[config.mk]
export PLATFORM = sky130hd
export DESIGN_NAME = mf3_seq
export DESIGN_NICKNAME = d
export VERILOG_FILES = /design/src/mf3_pkg.sv /design/src/mf3_seq.sv
export SDC_FILE = /design/constraint.sdc
export NUM_CORES = 1
export LEC_CHECK = 0
export ABC_CLOCK_PERIOD_IN_PS = 3780
export BUFFER_PORTS_ARGS = -buffer_cell sky130_fd_sc_hd__buf_2
export CAP_MARGIN = 20
export CORE_UTILIZATION = 46
export DETAILED_ROUTE_END_ITERATION = 12
export PLACE_DENSITY = 0.79
export SKIP_LAST_GASP = 1
export SLEW_MARGIN = 40
export SYNTH_ARGS = -nofsm -noshare
export SYNTH_HDL_FRONTEND = slang
export SYNTH_SLANG_ARGS = --single-unit
[constraint.sdc]
create_clock -name clock -period 3.78 [get_ports clock]
set_clock_uncertainty 0.2 [all_clocks]
set_input_delay 0.189 -clock clock [delete_from_list [all_inputs] [get_ports clock]]
set_output_delay 0.189 -clock clock [all_outputs]
set_load 0.02 [all_outputs]
[src/mf3_pkg.sv]
`timescale 1ns / 1ps
// ----------------------------------------------------------------------------
// mf3_pkg
// Shared types and constants of the 3x3 median filter.
// ----------------------------------------------------------------------------
package mf3_pkg;

   localparam int MAX_WIDTH_DEFAULT  = 2048;
   localparam int NUM_BANKS          = 2;
   localparam int WIN_COLS           = 3;

   localparam int FRAME_WIDTH_W      = 12;
   localparam int FRAME_HEIGHT_W     = 16;
   localparam int CSR_DATA_W         = 16;
   localparam int CSR_INDEX_W        = 1;

   localparam int FRAME_WIDTH_RESET  = 640;
   localparam int FRAME_HEIGHT_RESET = 480;

   localparam logic [CSR_INDEX_W-1:0] CSR_FRAME_WIDTH  = 1'b0;
   localparam logic [CSR_INDEX_W-1:0] CSR_FRAME_HEIGHT = 1'b1;

   typedef logic [7:0] pixel_type;

   typedef enum logic {
      ACT_PIXEL = 1'b0,
      ACT_FLUSH = 1'b1
   } action_type;

   typedef struct packed {
      action_type action;
      pixel_type  pixel_in;
   } req_payload_type;

   typedef struct packed {
      pixel_type median_out;
      logic      frame_end;
   } rsp_payload_type;

   // one window column, top to bottom
   typedef struct packed {
      pixel_type top;
      pixel_type mid;
      pixel_type bot;
   } col_type;

   // window column index, oldest to newest
   typedef logic [1:0] win_sel_type;
   localparam win_sel_type WIN_OLD = 2'd0;
   localparam win_sel_type WIN_CTR = 2'd1;
   localparam win_sel_type WIN_NEW = 2'd2;

   // command from the request stage to the window stage
   typedef struct packed {
      logic        out;        // produces a result
      logic        use_old;    // median from the window before update
      win_sel_type left_sel;   // left column of the median
      logic        shift;      // shift a new column in
      logic        load;       // load a full drain window
      logic        upper_bank; // bank holding the upper row
      logic        top_mem;    // top from memory, else replicate mid
      logic        mid_mem;    // mid from memory, else replicate pixel
      logic        bot_px;     // bottom is the request pixel, else mid
      logic        frame_end;
      pixel_type   pixel;
   } stage_cmd_type;

endpackage

[src/mf3_seq.sv]
`timescale 1ns / 1ps
// ----------------------------------------------------------------------------
// mf3_seq
// Request stage: frame config, raster and drain counters, line buffer
// addressing and the command for the window stage.
// ----------------------------------------------------------------------------
module mf3_seq
   import mf3_pkg::*;
#(
   parameter  int MAX_WIDTH = MAX_WIDTH_DEFAULT,
   localparam int COL_W     = $clog2(MAX_WIDTH)
) (
   input  logic                   clock,
   input  logic                   reset,
   input  logic                   csr_write_enable,
   input  logic [CSR_INDEX_W-1:0] csr_index,
   input  logic [CSR_DATA_W-1:0]  csr_write_data,
   input  logic                   req_valid,
   input  req_payload_type        req_payload,
   input  logic                   take,
   output logic                   cmd_valid,
   output stage_cmd_type          cmd,
   output logic                   rd_en,
   output logic [COL_W-1:0]       rd_addr_a,
   output logic [COL_W-1:0]       rd_addr_b,
   output logic [NUM_BANKS-1:0]   wr_en,
   output logic [COL_W-1:0]       wr_addr,
   output pixel_type              wr_data
);

   localparam int CNT_W = $clog2(MAX_WIDTH + 1);
   localparam int CMP_W = (CNT_W > FRAME_WIDTH_W) ? CNT_W : FRAME_WIDTH_W;
   localparam int WIDTH_CLAMP = (FRAME_WIDTH_RESET > MAX_WIDTH) ? MAX_WIDTH
                                                                : FRAME_WIDTH_RESET;
   localparam logic [COL_W-1:0] WIDTH_M1_RESET = COL_W'(WIDTH_CLAMP - 1);
   localparam logic [FRAME_HEIGHT_W-1:0] HEIGHT_M1_RESET =
      FRAME_HEIGHT_W'(FRAME_HEIGHT_RESET - 1);

   logic [COL_W-1:0]          width_m1_ff, width_m1_in;
   logic [FRAME_HEIGHT_W-1:0] height_m1_ff, height_m1_in;
   logic [COL_W-1:0]          col_ff, col_in;
   logic [FRAME_HEIGHT_W-1:0] row_ff, row_in;
   logic                      drain_ff, drain_in;
   logic                      extra_ff, extra_in;
   logic [COL_W-1:0]          dcol_ff, dcol_in;
   logic                      last_par_ff, last_par_in;

   logic [CMP_W-1:0]          w_raw;
   logic [CMP_W-1:0]          w_eff;
   logic [COL_W-1:0]          width_m1_new;
   logic [FRAME_HEIGHT_W-1:0] h_raw;
   logic [FRAME_HEIGHT_W-1:0] height_m1_new;

   logic        wide, tall;
   logic        acc, is_flush, pix_go, fl_go;
   logic        col_last, row_last, dcol_last;
   logic        row_ge1, row_ge2;
   win_sel_type rim_sel;
   logic [COL_W-1:0] drain_addr;

   // effective frame size, clamped at write time
   assign w_raw = CMP_W'(csr_write_data[FRAME_WIDTH_W-1:0]);
   assign w_eff = (w_raw == '0) ? CMP_W'(1)
                : ((w_raw > CMP_W'(MAX_WIDTH)) ? CMP_W'(MAX_WIDTH) : w_raw);
   assign width_m1_new  = COL_W'(w_eff - CMP_W'(1));
   assign h_raw         = csr_write_data[FRAME_HEIGHT_W-1:0];
   assign height_m1_new = (h_raw == '0) ? '0 : (h_raw - FRAME_HEIGHT_W'(1));

   assign wide = (width_m1_ff != '0);
   assign tall = (height_m1_ff != '0);

   assign acc       = req_valid && take;
   assign is_flush  = (req_payload.action == ACT_FLUSH);
   assign pix_go    = acc && !is_flush && !drain_ff;
   assign fl_go     = acc && is_flush && drain_ff;
   assign col_last  = (col_ff == width_m1_ff);
   assign row_last  = (row_ff == height_m1_ff);
   assign dcol_last = (dcol_ff == width_m1_ff);
   assign row_ge1   = (row_ff != '0);
   assign row_ge2   = (row_ff[FRAME_HEIGHT_W-1:1] != '0);
   assign rim_sel   = wide ? WIN_CTR : WIN_NEW;
   assign drain_addr = dcol_last ? dcol_ff : (dcol_ff + COL_W'(1));

   always_comb begin
      width_m1_in  = width_m1_ff;
      height_m1_in = height_m1_ff;
      col_in       = col_ff;
      row_in       = row_ff;
      drain_in     = drain_ff;
      extra_in     = extra_ff;
      dcol_in      = dcol_ff;
      last_par_in  = last_par_ff;
      if (csr_write_enable) begin
         col_in   = '0;
         row_in   = '0;
         drain_in = 1'b0;
         extra_in = 1'b0;
         dcol_in  = '0;
         case (csr_index)
            CSR_FRAME_WIDTH:  width_m1_in  = width_m1_new;
            CSR_FRAME_HEIGHT: height_m1_in = height_m1_new;
            default: ;
         endcase
      end else if (pix_go) begin
         if (col_last) begin
            col_in = '0;
            if (row_last) begin
               row_in      = '0;
               drain_in    = 1'b1;
               extra_in    = tall;
               dcol_in     = '0;
               last_par_in = row_ff[0];
            end else begin
               row_in = row_ff + FRAME_HEIGHT_W'(1);
            end
         end else begin
            col_in = col_ff + COL_W'(1);
         end
      end else if (fl_go) begin
         if (extra_ff) begin
            extra_in = 1'b0;
         end else if (dcol_last) begin
            drain_in = 1'b0;
            dcol_in  = '0;
         end else begin
            dcol_in = dcol_ff + COL_W'(1);
         end
      end
   end

   always_ff @(posedge clock) begin
      if (reset) begin
         width_m1_ff  <= WIDTH_M1_RESET;
         height_m1_ff <= HEIGHT_M1_RESET;
         col_ff       <= '0;
         row_ff       <= '0;
         drain_ff     <= 1'b0;
         extra_ff     <= 1'b0;
         dcol_ff      <= '0;
         last_par_ff  <= 1'b0;
      end else begin
         width_m1_ff  <= width_m1_in;
         height_m1_ff <= height_m1_in;
         col_ff       <= col_in;
         row_ff       <= row_in;
         drain_ff     <= drain_in;
         extra_ff     <= extra_in;
         dcol_ff      <= dcol_in;
         last_par_ff  <= last_par_in;
      end
   end

   always_comb begin
      cmd       = '0;
      cmd.pixel = req_payload.pixel_in;
      if (drain_ff) begin
         cmd.out = 1'b1;
         if (extra_ff) begin
            // right edge of the row before last, from the held window
            cmd.use_old  = 1'b1;
            cmd.left_sel = rim_sel;
         end else begin
            cmd.left_sel   = WIN_OLD;
            cmd.load       = (dcol_ff == '0);
            cmd.shift      = (dcol_ff != '0);
            cmd.upper_bank = !last_par_ff;
            cmd.top_mem    = tall;
            cmd.mid_mem    = 1'b1;
            cmd.frame_end  = dcol_last;
         end
      end else begin
         cmd.shift      = 1'b1;
         cmd.upper_bank = row_ff[0];
         cmd.top_mem    = row_ge2;
         cmd.mid_mem    = row_ge1;
         cmd.bot_px     = 1'b1;
         if (col_ff == '0) begin
            cmd.out      = row_ge2;
            cmd.use_old  = 1'b1;
            cmd.left_sel = rim_sel;
         end else begin
            cmd.out      = row_ge1;
            cmd.left_sel = (col_ff == COL_W'(1)) ? WIN_CTR : WIN_OLD;
         end
      end
   end

   assign cmd_valid = pix_go || fl_go;

   // even rows live in bank 0, odd rows in bank 1
   assign rd_en     = acc;
   assign rd_addr_a = drain_ff ? drain_addr : col_ff;
   assign rd_addr_b = '0;
   assign wr_en[0]  = pix_go && !row_ff[0];
   assign wr_en[1]  = pix_go && row_ff[0];
   assign wr_addr   = col_ff;
   assign wr_data   = req_payload.pixel_in;

   a_extra_in_drain: assert property (@(posedge clock) disable iff (reset)
      extra_ff |-> drain_ff)
      else $error("edge result pending outside drain");

   a_drain_counters: assert property (@(posedge clock) disable iff (reset)
      drain_ff |-> (col_ff == '0 && row_ff == '0))
      else $error("raster counters not at frame start during drain");

   a_col_range: assert property (@(posedge clock) disable iff (reset)
      (col_ff <= width_m1_ff) && (dcol_ff <= width_m1_ff))
      else $error("column counter beyond frame width");

endmodule

=== Word level (Yosys, flattened, before mapping) ===
Cells that the tools add are included.

* Flip-flop bits (word level): 68
* Input bits: 31
* Output and inout bits: 64
* Word-level logic and storage cells: 91

* Add/sub/neg operators: 5
* Order comparisons: 1
* Eq/ne operators: 7
* Muxes and demuxes: 37
* Bitwise gates (word level): 2
* Reductions and logical operators: 31

{| class="wikitable"
|+ Operator list
! kind !! number
|-
| 2-to-1 mux 11 bit || 11
|-
| 2-to-1 mux 16 bit || 2
|-
| nonzero test 16 bit || 2
|-
| adder 11 x 1 -> 11 bit, second input constant || 2
|-
| == test 11 bit || 2
|-
| logical NOT 11 bit || 2
|-
| nonzero test 11 bit || 2
|-
| 2-to-1 mux 1 bit || 18
|-
| adder 16 x 1 -> 16 bit, second input constant || 1
|-
| == test 16 bit || 1
|-
| logical NOT 16 bit || 1
|-
| subtractor 16 x 1 -> 16 bit, second input constant || 1
|-
| nonzero test 15 bit || 1
|-
| > comparator 12 bit, second input constant || 1
|-
| logical NOT 12 bit || 1
|-
| == test 11 x 1 -> 1 bit, second input constant || 1
|-
| subtractor 11 x 1 -> 11 bit, second input constant || 1
|-
| 2-to-1 mux 5 bit || 2
|-
| AND reduction 4 bit || 2
|-
| logical AND 1 bit || 7
|-
| 2-to-1 mux 2 bit || 3
|-
| != test 2 x 1 -> 1 bit, second input constant || 3
|-
| AND reduction 2 bit || 3
|-
| AND reduction 5 bit || 1
|-
| other kinds (7) || 12
|}

=== Depth between registers and ports, before layout ===
* Depth in word-level cells: 5
* Gate-level depth with buffers: 12

=== Worst setup path before layout ===
OpenSTA, ideal clock, no wires.

* Path kind: flip-flop to flip-flop
* Start point: register col_ff[2], in the netlist wr_addr[2]
* End point: register row_ff[15]
* Arrival time: 2.401 ns
* Required time: 3.510 ns
* Slack: 1.109 ns
* Stages on the path, launching flop included: 9
* Path buffers: 2
* Period minus slack after synthesis: 2.671 ns
* Cells stage by stage: dfxtp_1 > clkbuf_1 > xor2_1 > or4_4 > nor4_4 > buf_6 > nand3_4 > or4_1 > a21oi_1

* Cells in the longest elaborated chain, start to end: 2

{| class="wikitable"
|+ RTL lines
! item !! RTL line !! text
|-
| from (decl) || mf3_seq.sv:41 || <nowiki>logic [COL_W-1:0] col_ff, col_in;</nowiki>
|-
| from (signal assigned) || mf3_seq.sv:144 || <nowiki>col_ff <= col_in;</nowiki>
|-
| == test 11 bit || mf3_seq.sv:76 || <nowiki>assign col_last = (col_ff == width_m1_ff);</nowiki>
|-
| AND reduction 2 bit (no source line) || -- ||
|-
| to (signal assigned) || mf3_seq.sv:145 || <nowiki>row_ff <= row_in;</nowiki>
|-
| to (decl) || mf3_seq.sv:42 || <nowiki>logic [FRAME_HEIGHT_W-1:0] row_ff, row_in;</nowiki>
|}

Every way passes these cells.
A chain may end at the register's enable or synchronous reset.

=== Worst setup path in the final report ===
* Start point: register dcol_ff[6]
* End point: output rd_addr_a[0]

* Cells in the longest elaborated chain, start to end: 3

{| class="wikitable"
|+ RTL lines
! item !! RTL line !! text
|-
| from (decl) || mf3_seq.sv:45 || <nowiki>logic [COL_W-1:0] dcol_ff, dcol_in;</nowiki>
|-
| from (signal assigned) || mf3_seq.sv:148 || <nowiki>dcol_ff <= dcol_in;</nowiki>
|-
| == test 11 bit || mf3_seq.sv:78 || <nowiki>assign dcol_last = (dcol_ff == width_m1_ff);</nowiki>
|-
| 2-to-1 mux 11 bit || mf3_seq.sv:82 || <nowiki>assign drain_addr = dcol_last ? dcol_ff : (dcol_ff + COL_W'(1));</nowiki>
|-
| 2-to-1 mux 11 bit || mf3_seq.sv:192 || <nowiki>assign rd_addr_a = drain_ff ? drain_addr : col_ff;</nowiki>
|-
| to (decl) || mf3_seq.sv:24 || <nowiki>output logic [COL_W-1:0] rd_addr_a,</nowiki>
|}

Every way passes these cells.

==> results.py <==
metrics = {
    "run_status": {
        "outcome": "finished, final reports clean",
    },
    "yosys": {
        "ys_seq_area_frac": 0.286,
        "synth_top_area_frac": 0.286,
        "synth_flop_cell": "dfxtp_1",
        "async_flop_share": 0,
        "synth_seq_cells": 68,
        "synth_top_cell_by_area": "dfxtp_1",
        "synth_edf_count": 0,
        "syn_area_um2": 4760,
        "synth_most_common_cell": "nor2_1",
        "syn_inst": 631,
        "ys_types": 57,
        "synth_common_cells": "nor2_1 (83), dfxtp_1 (68), xnor2_1 (54)",
        "yosysWarningCount": 0,
        "syn_avg_cell_area_um2": 7.54,
        "synthTopCellsByArea": "dfxtp_1 (29%), xnor2_1 (9.9%), nor2_1 (6.5%), xor2_1 (4.8%), a21oi_1 (4.4%)",
    },
    "routing": {
        "ant_nets": 0,
        "dr.pass1.iters": 8,
        "wl_per_cell_um": 15.7,
        "drtIter0Drc": 347,
        "detail_route.vias_per_cell": 5.76,
        "drc_errors": 0,
        "routed_wl_um": 12400,
        "dr_total_vias": 4538,
    },
    "critical_path": {
        "r2r-end": "dcol_ff[3]",
        "worstSetupPathType": "flip-flop to output pin",
        "crit_chain": "xnor2_1 -> nand4_1 -> nor3_1 -> inv_1 -> ha_1 -> a21oi_1 -> buf_2",
        "rr_worst_depth": 7,
        "crit_arrival_ns": 2.83,
        "end_kind": "output pin",
        "path_max_fanout": 7,
        "slowest_stage": "nor3_1",
        "worstSetupStartpointType": "flip-flop",
        "required_ns": 3.39,
        "cpPeakStageDelay_ns": 0.70,
        "reg2reg_slack_ns": 0.79,
        "r2r-start": "wr_addr[6]",
    },
    "power_and_ir_drop": {
        "p_seq_frac": 0.473,
        "switchingPower_uw": 419,
        "pwr-share-comb": 0.102,
        "power_frac_clock": 0.424,
        "powerDensity_nw_per_um2": 309,
        "internal_power_uw": 1180,
        "power.total_uw": 1600,
        "power.static_leakage_uw": 0.00188,
        "peakVddDrop_v": 0.000206,
        "p_sw_frac": 0.262,
    },
    "cts": {
        "clock_path_buffers": 2,
        "cts_setup_buffers": 0,
        "clock-sinks": 68,
        "clock-root-buffer": "clkbuf_8",
        "cts_tree": "done",
        "clock_latency_ns": 0.35,
        "h-tree-depth": 3,
        "cts_resized": 0,
        "cts_buffers": 9,
        "hold_buffers": 2,
        "clkTransAtPathRegs_ns": 0.08,
    },
    "flow_run": {
        "cap_violations": 0,
    },
    "global_routing": {
        "antenna_found_initial": 0,
        "grt_pass1_vias": 4172,
        "overflow": 0,
        "grt_first_pass_wirelength_um": 20900,
        "grt_usage": 0.236,
        "grt_max_degree": 32,
    },
    "floorplanning": {
        "die_height_um": 104,
        "fp.coreArea_um2": 9910,
        "rows": 36,
        "dieArea_um2": 10800,
        "start_util": 0.480,
        "num_io_pins": 95,
        "die_x_um": 104,
    },
    "cells_and_area": {
        "area_delta_synth_final_pct": 8.89,
        "drive_gt1_frac": 0.145,
        "diodes": 0,
        "finalNetCount": 691,
        "stdcell_area_um2": 5180,
        "fillers": 964,
    },
    "sta": {
        "slew_violations": 0,
        "finalCritPeriodShare": 0.852,
        "rsz0062_at_grt": "no",
        "fin_crit_ns": 3.22,
        "fmax_mhz": 311,
        "tns_ns": 0,
        "hold_viol": 0,
        "finalWorstSetupSlack_ns": 0.561,
        "tightest_slew_ns": 0.832,
        "slew_headroom": 0.441,
        "setup_viol": 0,
    },
    "hold_path": {
        "holdPathEnd": "width_m1_ff[8]",
        "min_path_cells": 4,
        "hold_start": "csr_index",
        "hold_class": "input pin to flip-flop",
    },
    "placed_design": {
        "place_area_um2": 4920,
        "portBuffers": 59,
        "dp_slack_ns": 0.761,
        "gp_congestion": 0.925,
        "dp_hpwl_um": 9300,
    },
}
==> logic make-up after synthesis <==
family	after synthesis	synth area share
buffers and inverters	86	0.0933
XOR/XNOR	80	0.147
flip-flops	68	0.286
AO/OA/AOI/OAI	116	0.148
other	1	0.000788
adder cells (fa/ha/maj)	11	0.0284
multiplexers	2	0.00421
AND/OR/NAND/NOR	267	0.292
==> layout by cell type, fill, tap and decap left out, drive strengths merged, types with 3 or more instances in the layout <==
cell type	n
nor2b	5
a21oi	42
nor2	83
xnor2	54
a211oi	7
ha	10
a211o	4
or4	7
xor2	26
a22oi	9
nand2	45
inv	17
or2	3
nor3	17
clkinvlp	3
o21ai	33
and3	8
nor4	24
dfxtp	68
clkbuf	10
nor4b	4
buf	65
o31ai	5
conb	11
nand3	25
nand4	21
nand2b	5
or3	7
nand4b	4
==> how the worst max path moves through the flow <==
stage / to / from / slack, ns / cells past startpoint
floorplan: row_ff[15] / wr_addr[2] / 1.11 / 8
global placement: width_m1_ff[8] / csr_write_data[7] / 0.78 / 9
finish: rd_addr_a[0] / dcol_ff[6] / 0.56 / 7
detailed placement: width_m1_ff[8] / csr_write_data[7] / 0.76 / 9
CTS: width_m1_ff[8] / csr_write_data[8] / 0.57 / 10
global route: rd_addr_a[0] / dcol_ff[3] / 0.37 / 7
==> power groups by stage <==
stage          clock network (uW)  logic (uW)  registers (uW)
6_report                      679         164             758
5_1_grt                       722         183             760
4_1_cts                       685         162             758
3_5_place_dp                    0         159             775
3_3_place_gp                    0         155             773
2_1_floorplan                   0         149             767
==> state kept, by name (all words and copies together), names as in the netlist <==
signal,cells
drain_ff,1
extra_ff,1
last_par_ff,1
height_m1_ff,16
wr_addr,11
row_ff,16
dcol_ff,11
width_m1_ff,11
==> cell type report <==
cell class / count / area (um2) / share of cell area
Clock buffer: 10 / 138 / 0.0266
Clock inverter: 6 / 87.6 / 0.0169
Inverter: 17 / 63.8 / 0.0123
Multi-Input combinational cell: 487 / 3000 / 0.580
Timing Repair Buffer: 67 / 360 / 0.0695
Sequential cell: 68 / 1360 / 0.263
Tap cell: 133 / 166 / 0.0321
==> layer usage <==
metal,wire [um],vias to the layer above,global-route usage
li1,-,2215,-
met1,5500,2095,0.319
met2,5720,207,0.379
met3,948,21,0.0409
met4,226,0,0.0816
met5,0,-,0
==> worst max-delay path, delay by kind of cell, from the launching register on <==
family | cells | cell delay [ns]
DFF | 1 | 0.50
xor gates and xnor gates | 1 | 0.20
adders and majority gates | 1 | 0.37
buffers and inverters | 2 | 0.41
AOI/OAI and AO/OA | 1 | 0.17
and+or+nand+nor | 2 | 0.84
==> stage by stage <==
step	hold slack, ns	util	std cells
floorplan	0.103	-	641
global placement	0.178	0.497	770
detailed placement	0.178	0.497	770
CTS	0.0131	0.521	788
global route	0.0467	0.523	788
finish	0.0248	0.523	788
Note: power is estimated with default switching activity, not from simulation.
