===== src/mf3_pkg.sv =====
`timescale 1ns / 1ps
// ----------------------------------------------------------------------------
// mf3_pkg
// Shared types and constants of the 3x3 median filter.
// ----------------------------------------------------------------------------
package mf3_pkg;

   localparam int MAX_WIDTH_DEFAULT  = 2048;
   localparam int NUM_BANKS          = 2;
   localparam int WIN_COLS           = 3;

   localparam int FRAME_WIDTH_W      = 12;
   localparam int FRAME_HEIGHT_W     = 16;
   localparam int CSR_DATA_W         = 16;
   localparam int CSR_INDEX_W        = 1;

   localparam int FRAME_WIDTH_RESET  = 640;
   localparam int FRAME_HEIGHT_RESET = 480;

   localparam logic [CSR_INDEX_W-1:0] CSR_FRAME_WIDTH  = 1'b0;
   localparam logic [CSR_INDEX_W-1:0] CSR_FRAME_HEIGHT = 1'b1;

   typedef logic [7:0] pixel_type;

   typedef enum logic {
      ACT_PIXEL = 1'b0,
      ACT_FLUSH = 1'b1
   } action_type;

   typedef struct packed {
      action_type action;
      pixel_type  pixel_in;
   } req_payload_type;

   typedef struct packed {
      pixel_type median_out;
      logic      frame_end;
   } rsp_payload_type;

   // one window column, top to bottom
   typedef struct packed {
      pixel_type top;
      pixel_type mid;
      pixel_type bot;
   } col_type;

   // window column index, oldest to newest
   typedef logic [1:0] win_sel_type;
   localparam win_sel_type WIN_OLD = 2'd0;
   localparam win_sel_type WIN_CTR = 2'd1;
   localparam win_sel_type WIN_NEW = 2'd2;

   // command from the request stage to the window stage
   typedef struct packed {
      logic        out;        // produces a result
      logic        use_old;    // median from the window before update
      win_sel_type left_sel;   // left column of the median
      logic        shift;      // shift a new column in
      logic        load;       // load a full drain window
      logic        upper_bank; // bank holding the upper row
      logic        top_mem;    // top from memory, else replicate mid
      logic        mid_mem;    // mid from memory, else replicate pixel
      logic        bot_px;     // bottom is the request pixel, else mid
      logic        frame_end;
      pixel_type   pixel;
   } stage_cmd_type;

endpackage


===== src/mf3_median.sv =====
`timescale 1ns / 1ps
// ----------------------------------------------------------------------------
// mf3_median
// Nine-input median by a fixed 19-element compare-exchange network.
// ----------------------------------------------------------------------------
module mf3_median
   import mf3_pkg::*;
(
   input  pixel_type [8:0] vals,
   output pixel_type       median
);

   localparam int NET_LEN = 19;
   localparam logic [3:0] NET_A [NET_LEN] = '{
      4'd1, 4'd4, 4'd7, 4'd0, 4'd3, 4'd6, 4'd1, 4'd4, 4'd7, 4'd0,
      4'd5, 4'd4, 4'd3, 4'd1, 4'd2, 4'd4, 4'd4, 4'd6, 4'd4
   };
   localparam logic [3:0] NET_B [NET_LEN] = '{
      4'd2, 4'd5, 4'd8, 4'd1, 4'd4, 4'd7, 4'd2, 4'd5, 4'd8, 4'd3,
      4'd8, 4'd7, 4'd6, 4'd4, 4'd5, 4'd7, 4'd2, 4'd4, 4'd2
   };
   localparam logic [3:0] MID_RANK = 4'd4;

   always_comb begin
      pixel_type [8:0] v;
      pixel_type       lo;
      pixel_type       hi;
      v = vals;
      for (int k = 0; k < NET_LEN; k++) begin
         lo = v[NET_A[k]];
         hi = v[NET_B[k]];
         if (lo > hi) begin
            v[NET_A[k]] = hi;
            v[NET_B[k]] = lo;
         end
      end
      median = v[MID_RANK];
   end

endmodule


===== src/mf3_win.sv =====
`timescale 1ns / 1ps
// ----------------------------------------------------------------------------
// mf3_win
// Window stage: 3x3 window update from line buffer data, median network
// and the result register.
// ----------------------------------------------------------------------------
module mf3_win
   import mf3_pkg::*;
(
   input  logic                       clock,
   input  logic                       reset,
   input  logic                       cmd_valid,
   input  stage_cmd_type              cmd,
   output logic                       take,
   input  pixel_type [NUM_BANKS-1:0]  rd_a,
   input  pixel_type [NUM_BANKS-1:0]  rd_b,
   output logic                       rsp_valid,
   input  logic                       rsp_ready,
   output rsp_payload_type            rsp_payload
);

   logic                       s1_valid_ff, s1_valid_in;
   stage_cmd_type              cmd_ff;
   col_type [WIN_COLS-1:0]     win_ff, win_next;
   logic                       rsp_valid_ff, rsp_valid_in;
   rsp_payload_type            rsp_data_ff;

   logic                   s1_go;
   pixel_type              up_a, mid_a, up_b, mid_b;
   pixel_type              mid_v, top_v, bot_v, top0;
   col_type                new_col, col0;
   col_type [WIN_COLS-1:0] src;
   col_type                left_col, ctr_col, right_col;
   pixel_type [8:0]        med_in;
   pixel_type              med_out;

   assign s1_go = s1_valid_ff && (!cmd_ff.out || !rsp_valid_ff || rsp_ready);
   assign take  = !s1_valid_ff || s1_go;

   assign up_a  = rd_a[cmd_ff.upper_bank];
   assign mid_a = rd_a[!cmd_ff.upper_bank];
   assign up_b  = rd_b[cmd_ff.upper_bank];
   assign mid_b = rd_b[!cmd_ff.upper_bank];

   // missing rows replicate the nearest one
   assign mid_v   = cmd_ff.mid_mem ? mid_a : cmd_ff.pixel;
   assign top_v   = cmd_ff.top_mem ? up_a : mid_v;
   assign bot_v   = cmd_ff.bot_px ? cmd_ff.pixel : mid_v;
   assign new_col = '{top: top_v, mid: mid_v, bot: bot_v};
   assign top0    = cmd_ff.top_mem ? up_b : mid_b;
   assign col0    = '{top: top0, mid: mid_b, bot: mid_b};

   always_comb begin
      if (cmd_ff.load) begin
         win_next = {new_col, col0, col0};
      end else if (cmd_ff.shift) begin
         win_next = {new_col, win_ff[2], win_ff[1]};
      end else begin
         win_next = win_ff;
      end
   end

   assign src = cmd_ff.use_old ? win_ff : win_next;

   always_comb begin
      case (cmd_ff.left_sel)
         WIN_OLD: left_col = src[0];
         WIN_CTR: left_col = src[1];
         default: left_col = src[2];
      endcase
   end

   assign ctr_col   = cmd_ff.use_old ? src[2] : src[1];
   assign right_col = src[2];
   assign med_in    = {left_col, ctr_col, right_col};

   mf3_median u_median (
      .vals   (med_in),
      .median (med_out)
   );

   always_comb begin
      s1_valid_in = s1_valid_ff;
      if (cmd_valid) begin
         s1_valid_in = 1'b1;
      end else if (s1_go) begin
         s1_valid_in = 1'b0;
      end
      rsp_valid_in = rsp_valid_ff;
      if (s1_go && cmd_ff.out) begin
         rsp_valid_in = 1'b1;
      end else if (rsp_ready) begin
         rsp_valid_in = 1'b0;
      end
   end

   always_ff @(posedge clock) begin
      if (reset) begin
         s1_valid_ff  <= 1'b0;
         rsp_valid_ff <= 1'b0;
      end else begin
         s1_valid_ff  <= s1_valid_in;
         rsp_valid_ff <= rsp_valid_in;
      end
   end

   always_ff @(posedge clock) begin
      if (cmd_valid) begin
         cmd_ff <= cmd;
      end
      if (s1_go) begin
         win_ff <= win_next;
      end
      if (s1_go && cmd_ff.out) begin
         rsp_data_ff.median_out <= med_out;
         rsp_data_ff.frame_end  <= cmd_ff.frame_end;
      end
   end

   assign rsp_valid   = rsp_valid_ff;
   assign rsp_payload = rsp_data_ff;

   a_cmd_into_free_stage: assert property (@(posedge clock) disable iff (reset)
      cmd_valid |-> take)
      else $error("command pushed into an occupied window stage");

   a_frame_end_from_drain: assert property (@(posedge clock) disable iff (reset)
      (s1_go && cmd_ff.frame_end) |-> (cmd_ff.out && !cmd_ff.use_old && !cmd_ff.bot_px))
      else $error("frame end marked outside the drain of the last row");

   a_rsp_hold: assert property (@(posedge clock) disable iff (reset)
      (rsp_valid_ff && !rsp_ready) |=> (rsp_valid_ff && $stable(rsp_data_ff)))
      else $error("result dropped or changed while stalled");

endmodule


===== config.mk =====
export PLATFORM = sky130hd
export DESIGN_NAME = mf3_win
export DESIGN_NICKNAME = d
export VERILOG_FILES = /design/src/mf3_pkg.sv /design/src/mf3_median.sv /design/src/mf3_win.sv
export SDC_FILE = /design/constraint.sdc
export NUM_CORES = 1
export LEC_CHECK = 0
export BUFFER_PORTS_ARGS = -buffer_cell sky130_fd_sc_hd__buf_2
export CORE_UTILIZATION = 25
export CTS_CLUSTER_SIZE = 20
export DETAILED_ROUTE_END_ITERATION = 12
export GPL_ROUTABILITY_DRIVEN = 0
export PLACE_DENSITY_LB_ADDON = 0.08
export SETUP_SLACK_MARGIN = 0.1
export SKIP_CTS_REPAIR_TIMING = 1
export SYNTH_ARGS = -nofsm -noshare
export SYNTH_HDL_FRONTEND = slang
export SYNTH_HIERARCHICAL = 1
export SYNTH_SLANG_ARGS = --single-unit

===== constraint.sdc =====
create_clock -name clock -period 23 [get_ports clock]
set_input_delay 4.6 -clock clock [delete_from_list [all_inputs] [get_ports clock]]
set_output_delay 4.6 -clock clock [all_outputs]
set_load 0.02 [all_outputs]

# == Yosys cells after proc, flatten, opt, wreduce, memory -nomap -nowiden ==
# Index checks and enable logic that the tools add are counted.
# word_totals
ff_bits,102
out_inout_bits,11
wordCells,100
in_bits,55
# op_classes
n_mux,42
eq_ne,1
reduce_logical,12
order_cmp,21
# op_table
cell,n
72-bit two-way mux,3
8-bit two-way mux,24
8-bit greater-than comparator,19
16-bit two-way mux,9
24-bit case mux with 2 select lines,1
24-bit two-way mux,1
1-bit zero test,4
"1-bit by 2-bit < comparator with 1-bit output, second input constant",2
1-bit two-way mux,4
2-bit nonzero test,2
1-bit logical OR,3
"2-bit by 1-bit == test with 1-bit output, second input constant",1
1-bit logical AND,2
2-bit zero test,1

# == Longest topological paths before layout ==
# Gate-level depths: netlist (run 1).
# logic_depth
word_depth,27
depth_mapped,106
ltp_nobuf,94

# == By module ==
# The synthesis (run 1) kept the hierarchy.
# modules_own_cells
mod,seq_area_each_um2,area_each_um2,instances,cells_each
mf3_win,3042.9,7053.0,1,727
mf3_median,0.0,6971.7,1,1025

# == Worst setup path before layout (run 1) ==
# Ideal clock, no wire load.
# synth_timing
path_kind,input to register
from,input port rd_a[1] in the netlist's numbering
to,"register rsp_data_ff, in the netlist rsp_payload[3], data pin"
cell_stages,98
path_buffers,11
required_ps,22736
slack_ps,1465
setup_time_ps,264
arrival_time_ps,21271
cell_sequence,nand3b_1 a21o_1 a41oi_1 a221o_1 inv_1 ha_1 nor2b_1 o211ai_1 a21oi_2 nor2_1 clkbuf_1 clkbuf_1 o21ai_0 inv_1 ha_1 nand2_1 nor2_1 a211oi_1 (+62 left out) and2_1 buf_2 buf_4 nand3_1 o21ai_0 ha_1 o21a_1 o21ai_0 nand2b_1 a21oi_1 nor2_1 a211oi_1 a21oi_1 inv_1 clkbuf_1 nand2_1 a211oi_1 nor3_1
# synth_lines
item,line,source
"start, declared",mf3_win.sv:15,"input pixel_type [NUM_BANKS-1:0] rd_a,"
"end, declared",mf3_win.sv:26,rsp_payload_type rsp_data_ff;

==> impl_table.tex, run 1 <==
\begin{tabular}{lr}
\hline
Metric & Value \\
\hline
\multicolumn{2}{l}{\textbf{Die}} \\
Total die area & $\sim$57000 um2 \\
Core area & about 55000 um2 \\
Count of boundary I/O pins & 66 \\
Vertical die dimension & 238.9 um \\
Die extent in x & 238.9 um \\
Effective utilization at floorplan & between 20\% and 30\% \\
Placement row count & 86 \\
\multicolumn{2}{l}{\textbf{Synth}} \\
Async set or reset register ratio after synthesis & 0\% \\
Parity-gate share of the synthesized area counting xor and xnor cells & less than 1\% \\
Post-synthesis simple-gate area fraction & around 18\% \\
Synth Area in Adders & between 10\% and 20\% \\
Dominant register cell in the synthesized netlist & edfxtp\_1 \\
Synthesized area per cell & 8.005 um2 \\
\#FFs+latches synth & 102 \\
Yosys warning total & 6 \\
Complex-gate fraction of the synthesized area & 25.48\% \\
Number of synthesized flops with an enable pin & 100 \\
Cell area after synthesis & 14020 um2 \\
Dominant combinational cell family by area after synthesis & compound AO/OA/AOI/OAI gates \\
Netlist cell types & 84 \\
Mux share of post-synthesis cell area & 14.60\% \\
Fraction of the yosys area taken by sequential cells & 21.70\% \\
Gate count after technology mapping & 1752 \\
Net Count, Synth & between 1500 and 2000 \\
\multicolumn{2}{l}{\textbf{Setup path}} \\
Cell family with most CP delay & compound AO/OA/AOI/OAI gates \\
Worst Path Buf+Inv & 8 \\
Most prevalent standard cell on the critical path & o21ai\_0 \\
Endpoint required time on the critical path & 23.22 ns \\
Worst-path fanout max & 17 \\
Startpoint of the worst-slack reg-to-reg timing path & cmd\_ff[10] \\
Setup crit end kind & flop \\
Highest-delay cell along the critical path & or4\_1 \\
Worst setup path start & rd\_a[6] \\
Worst setup path class & primary input to flop \\
Type of origin of the critical path & primary input \\
Largest stage delay on the critical path & 0.44 ns \\
Arrival time of the worst setup path & 21.82 ns \\
\multicolumn{2}{l}{\textbf{Timing}} \\
RSZ-0062 raised after global routing & false \\
Max Clock Skew & approximately 0.015 ns \\
Worst slew slack as a fraction of its limit & 26.53\% \\
Tmin final & 21.60 ns \\
Highest attainable clock frequency & roughly 46 MHz \\
Final Max Slew Viols & 0 \\
Worst slew pin tran & 1.091 ns \\
Count of endpoints failing hold in the final timing report & 0 \\
Final-report setup violation count & 0 \\
Final worst-path cycle share & 93.93\% \\
\multicolumn{2}{l}{\textbf{GRT}} \\
Global-route wire length before repair & roughly 80 mm \\
Met3 Resource Use GR & 2.679\% \\
Met1 Resource Use GR & 28.17\% \\
Total overflow reported by the global router & 0 \\
Largest net degree at the start of global routing & between 80 and 90 \\
Tot GR Track Use & 18.94\% \\
Number of global-route vias before repair & 12440 \\
Layer carrying the most global-route usage & met2 \\
Number of antenna violations at the first check in global routing & 0 \\
Global-route met2 utilization & roughly 30\% \\
\multicolumn{2}{l}{\textbf{Clock tree}} \\
Cts bufs inserted & 9 \\
Clock Tree Root & clkbuf\_16 \\
CTS clk-pin slew, worst paths & 0.09 ns \\
Later-pin clock latency in the skew report & around 0.40 ns \\
CTS H-tree depth & 3 \\
Clock tree from TritonCTS & done \\
Maximum buffer depth of the clock tree & 2 \\
Clock sink count & just over 100 \\
\multicolumn{2}{l}{\textbf{Detailed routing}} \\
Count of unresolved DRC violations after routing & 0 \\
Per-cell via count in the routed design & approximately 5.2 \\
Number of antenna-violating nets in the routed design & 0 \\
Number of design-rule violations left by the first detailed-router iteration & 975 \\
Detailed Route WL & 54.29 mm \\
Average wire per standard cell & 21.32 um \\
Via total after detailed routing & 13220 \\
Detailed-routing iteration count for the pre-antenna-repair pass & 5 \\
\multicolumn{2}{l}{\textbf{Layout}} \\
Multi-input gate area in the final layout & 10250 um2 \\
Layout Cells excl Fill & 2546 \\
Layout Nets & $\sim$2000 \\
Antenna Cells & 0 \\
Fillers & 6025 \\
Layout overhead on the synthesized area & 12.59\% \\
Sequential Area & 3043 um2 \\
Share of cells above drive strength 1 & 13.63\% \\
\multicolumn{2}{l}{\textbf{Hold path}} \\
Tightest Hold Check Type & flop to flop \\
Worst hold path startpoint & cmd\_ff[8] \\
\multicolumn{2}{l}{\textbf{Outcome}} \\
Result of the run & finished clean \\
\multicolumn{2}{l}{\textbf{Place}} \\
IO Port Bufs & 65 \\
Post-DP HPWL & 43.28 mm \\
Total instance count after detailed placement & about 2500 \\
\multicolumn{2}{l}{\textbf{Job}} \\
Number of max-cap violations & 0 \\
\hline
\end{tabular}
-- metrics by stage --
| stage | setup TNS (ns) | utilization (%) | cell area (um2) | hold WS, ns | worst slack (ns) |
|---|---|---|---|---|---|
| detailed placement | -1.316 | 27.75 | 15350 | 0.4172 | -0.4366 |
| finish | 0 | 28.55 | 15790 | 0.4332 | 1.396 |
| floorplan | 0 | - | 14020 | 0.4003 | 1.465 |
| global route | 0 | 28.55 | 15790 | 0.4427 | 0.1781 |
| CTS | -0.07655 | 28.27 | 15640 | 0.4397 | -0.07655 |
| global placement | -1.431 | 27.75 | 15350 | 0.4337 | -0.4925 |
-- layout make-up --
cell class                      count  share of cell area [%]
Timing Repair Buffer              126                   4.960
Clock inverter                      6                  0.3962
Multi-Input combinational cell   1425                   64.93
Clock buffer                       10                   1.450
Sequential cell                   102                   19.27
Inverter                          129                   3.067
Tap cell                          748                   5.927
-- flip-flops by register name (all words and copies together), names as in the netlist --
name         count
cmd_ff          19
win_ff          72
rsp_valid        1
rsp_payload      9
s1_valid_ff      1
-- cells in the mapped netlist, types with 10 or more instances --
master,instances,area [um2]
ha_1,147,1839
clkbuf_1,47,176.4
nor2b_1,64,400.4
nor2_1,100,375.4
edfxtp_1,100,3003
buf_2,29,145.1
nand2b_1,46,287.8
a211oi_1,30,225.2
a221o_1,12,120.1
mux2_2,40,450.4
o31ai_1,13,97.59
a21o_1,20,150.1
o221ai_1,17,148.9
nand3b_1,11,82.58
buf_1,10,37.54
o211ai_1,17,127.6
nand4_1,13,81.33
nor3_1,11,55.05
nand2_1,179,671.9
a21oi_1,148,740.7
nand3_1,46,230.2
o21a_1,52,390.4
a31oi_1,11,68.82
a211o_1,14,122.6
o21ai_0,163,815.8
inv_1,129,484.2
mux2i_1,152,1521
-- logic make-up (layout without fill, tap and decap cells) --
logic type	after synthesis	in the layout
mux	197	197
simple gates	514	514
compound gates	560	561
fa+ha+maj	149	149
flops	102	102
xor+xnor	4	4
buf+inv	226	271
-- metal layers --
| metal | share of wire (%) | vias to the layer above |
|---|---|---|
| met4 | 0.80 | 0 |
| li1 | - | 6550 |
| met2 | 44 | 293 |
| met3 | 4.5 | 21 |
| met5 | 0 | - |
| met1 | 51 | 6356 |
-- cell usage in the layout, fill, tap and decap left out, drive strengths merged, types with 13 or more instances in the layout --
cell type  instances
a211o             14
a211oi            31
mux2i            155
o21a              53
nor3              13
a21oi            149
nor2b             64
buf              126
nand4             13
o221ai            17
o211ai            17
o21ai            173
nand3             46
nand2b            46
edfxtp           100
ha               147
inv              134
a21o              20
nor2             101
nand2            179
o31ai             15
mux2              42
-- final timing paths --
check | end | slack, ns | cells past startpoint
setup / recovery | rsp_payload[3] | 1.40 | 88
hold / removal | rsp_payload[0] | 0.43 | 0
setup reg to reg | rsp_payload[3] | 4.16 | 88
hold reg to reg | rsp_payload[0] | 0.43 | 0
Power of run 1 is not shown: default switching activity piles up to over one toggle a cycle in this logic, so the estimate is an artifact.
==> inputs of run 2 (changes only) <==
CELL_PAD_IN_SITES_DETAIL_PLACEMENT = 1   (was unset)
CELL_PAD_IN_SITES_GLOBAL_PLACEMENT = 2   (was unset)
==> run 2 against run 1 <==
Net effect: die area unchanged; final cell count increased by 0.55%; clock-buffer cell count is 1 lower; design area is 0.99% higher; routed wire length up 8.5%; critical path type unchanged; first-iteration DRC count decreased by 27%; register-to-register slack worse by 0.25 ns.
==> impl_table.tex, run 2 (synthesized netlist as in run 1, its figures left out) <==
\begin{tabular}{lr}
\hline
Metric & Value \\
\hline
\multicolumn{2}{l}{\textbf{Detailed routing}} \\
Number of antenna-violating nets in the routed design & 0 (unchanged) \\
Number of design-rule violations left by the first detailed-router iteration & 709 (-27\%) \\
Via total after detailed routing & 13320 (+0.79\%) \\
Detailed Route WL & 58.92 mm (+8.5\%) \\
Per-cell via count in the routed design & 5.205 (+0.24\%) \\
Count of unresolved DRC violations after routing & 0 (unchanged) \\
Average wire per standard cell & 23.02 um (+7.9\%) \\
Detailed-routing iteration count for the pre-antenna-repair pass & 6 (+1) \\
\multicolumn{2}{l}{\textbf{Setup path}} \\
Most prevalent standard cell on the critical path & o21ai\_0 \\
Worst-path fanout max & 25 (+8) \\
Largest stage delay on the critical path & 0.56 ns (+0.12 ns) \\
Arrival time of the worst setup path & 21.94 ns (+0.12 ns) \\
Type of origin of the critical path & primary input \\
Highest-delay cell along the critical path & or4\_1 \\
Endpoint required time on the critical path & 23.23 ns (about the same) \\
Worst setup path class & primary input to flop \\
Setup crit end kind & flop \\
\multicolumn{2}{l}{\textbf{Layout}} \\
Antenna Cells & 0 (unchanged) \\
Final non-filler cell area & 15950 um2 (+0.99\%) \\
Fillers & 6678 (+11\%) \\
Share of cells above drive strength 1 & 14.35\% (+0.72 points) \\
Commonest cells after routing, fill and taps aside & 178 x nand2\_1, 152 x o21ai\_0, 147 x ha\_1 \\
Number of flip-flops under the largest register name & 72 (unchanged) \\
Layout Nets & 2009 (+0.70\%) \\
Layout Cells excl Fill & 2560 (+0.55\%) \\
Core occupancy in the finished layout & 28.83\% (+0.28 points) \\
Most frequent standard cell in the layout excluding fill and tap cells & nand2\_1 \\
Layout overhead on the synthesized area & 13.70\% \\
Most flop-heavy register & win\_ff \\
\multicolumn{2}{l}{\textbf{Die}} \\
Core area & 55310 um2 (unchanged) \\
Effective utilization at floorplan & 25.36\% (unchanged) \\
Total die area & 57050 um2 (unchanged) \\
Count of boundary I/O pins & 66 (unchanged) \\
Placement row count & 86 (unchanged) \\
Vertical die dimension & 238.9 um (unchanged) \\
Die extent in x & 238.9 um (unchanged) \\
\multicolumn{2}{l}{\textbf{Timing}} \\
Tmin final & 21.71 ns (+0.1065 ns) \\
Highest attainable clock frequency & 46.06 MHz (-0.49\%) \\
Worst slew pin tran & 1.211 ns (+0.1201 ns) \\
Count of endpoints failing hold in the final timing report & 0 (unchanged) \\
RSZ-0062 raised after global routing & false \\
Final-report setup violation count & 0 (unchanged) \\
Max Clock Skew & 0.01373 ns (-0.001270 ns) \\
Smallest hold slack & 0.4278 ns (-0.005379 ns) \\
Final worst-path cycle share & 94.40\% (+0.46 points) \\
Worst slew slack as a fraction of its limit & 18.44\% (-8.1 points) \\
Final Max Slew Viols & 0 (unchanged) \\
\multicolumn{2}{l}{\textbf{Clock tree}} \\
CTS clk-pin slew, worst paths & 0.09 ns (about the same) \\
Clock tree from TritonCTS & done \\
Cts bufs inserted & 9 (unchanged) \\
Clock Tree Root & clkbuf\_16 \\
Clock sink count & 102 (unchanged) \\
CTS H-tree depth & 3 (unchanged) \\
Later-pin clock latency in the skew report & 0.40 ns (about the same) \\
Maximum buffer depth of the clock tree & 2 (unchanged) \\
\multicolumn{2}{l}{\textbf{GRT}} \\
Tot GR Track Use & 20.64\% (+1.7 points) \\
Global-route wire length before repair & 87.14 mm (+8.4\%) \\
Number of global-route vias before repair & 13230 (+6.3\%) \\
Largest net degree at the start of global routing & 82 (-2.4\%) \\
Number of antenna violations at the first check in global routing & 1 (+1) \\
Total overflow reported by the global router & 0 (unchanged) \\
\multicolumn{2}{l}{\textbf{Place}} \\
IO Port Bufs & 65 (unchanged) \\
Post-DP HPWL & 47.32 mm (+9.3\%) \\
Total instance count after detailed placement & 2541 (+0.47\%) \\
Placed cell areas & 15470 um2 (+0.83\%) \\
\multicolumn{2}{l}{\textbf{Hold path}} \\
Tightest Hold Check Type & flop to flop \\
\multicolumn{2}{l}{\textbf{Outcome}} \\
Result of the run & finished clean \\
\multicolumn{2}{l}{\textbf{Job}} \\
Number of max-cap violations & 0 (unchanged) \\
\hline
\end{tabular}
-- run 2: changes by cell type in the layout (fill, tap and decap cells not counted), sizes merged --
cell,before,now
clkbuf,10,9
bufinv,0,1
o21a,53,54
o21bai,5,4
buf,126,140
-- run 2: worst max-delay path, delay by kind of cell --
kind | cells | cell delay [ns]
buffers and inverters | 10 | 1.59
AO/OA/AOI/OAI | 39 | 7.44
adder cells (fa/ha/maj) | 9 | 2.60
AND/OR/NAND/NOR | 26 | 4.23
multiplexers | 5 | 1.40
-- run 2: area by class of cell --
| type | count | area, um2 | area share [%] |
|---|---|---|---|
| flip-flops and latches | 102 | 3043 | 19.08 |
| multi-input cells | 1425 | 10250 | 64.28 |
| clock buffers | 9 | 225.2 | 1.412 |
| clock inverters | 7 | 95.09 | 0.5963 |
| well taps | 748 | 935.9 | 5.869 |
| inverters | 129 | 484.2 | 3.036 |
| repair buffers | 140 | 913.4 | 5.728 |
-- run 2: per-layer routing --
layer | up-vias | global-route usage (%) | wire length (um)
met5 | - | 0 | 0
met4 | 0 | 2.875 | 527
met3 | 21 | 2.610 | 1844
met2 | 179 | 31.99 | 25650
met1 | 6550 | 30.77 | 30900
li1 | 6574 | - | -
-- run 2: worst paths after layout --
path	startpoint	end	slack, ns	depth (start not counted)
min	cmd_ff[8]	rsp_payload[0]	0.43	0
min reg2reg	cmd_ff[8]	rsp_payload[0]	0.43	0
max	rd_a[12]	rsp_payload[3]	1.29	89
max reg2reg	cmd_ff[17]	rsp_payload[3]	3.91	90
-- run 2: stage by stage --
stage	TNS, ns	setup WS (ns)
after detailed placement	-1.687	-0.3773
after CTS	-0.06364	-0.06364
final	0	1.289
after global placement	-1.126	-0.3287
after floorplan	0	1.465
after global routing	0	0.1318
Power of run 2 is left out for the same reason.
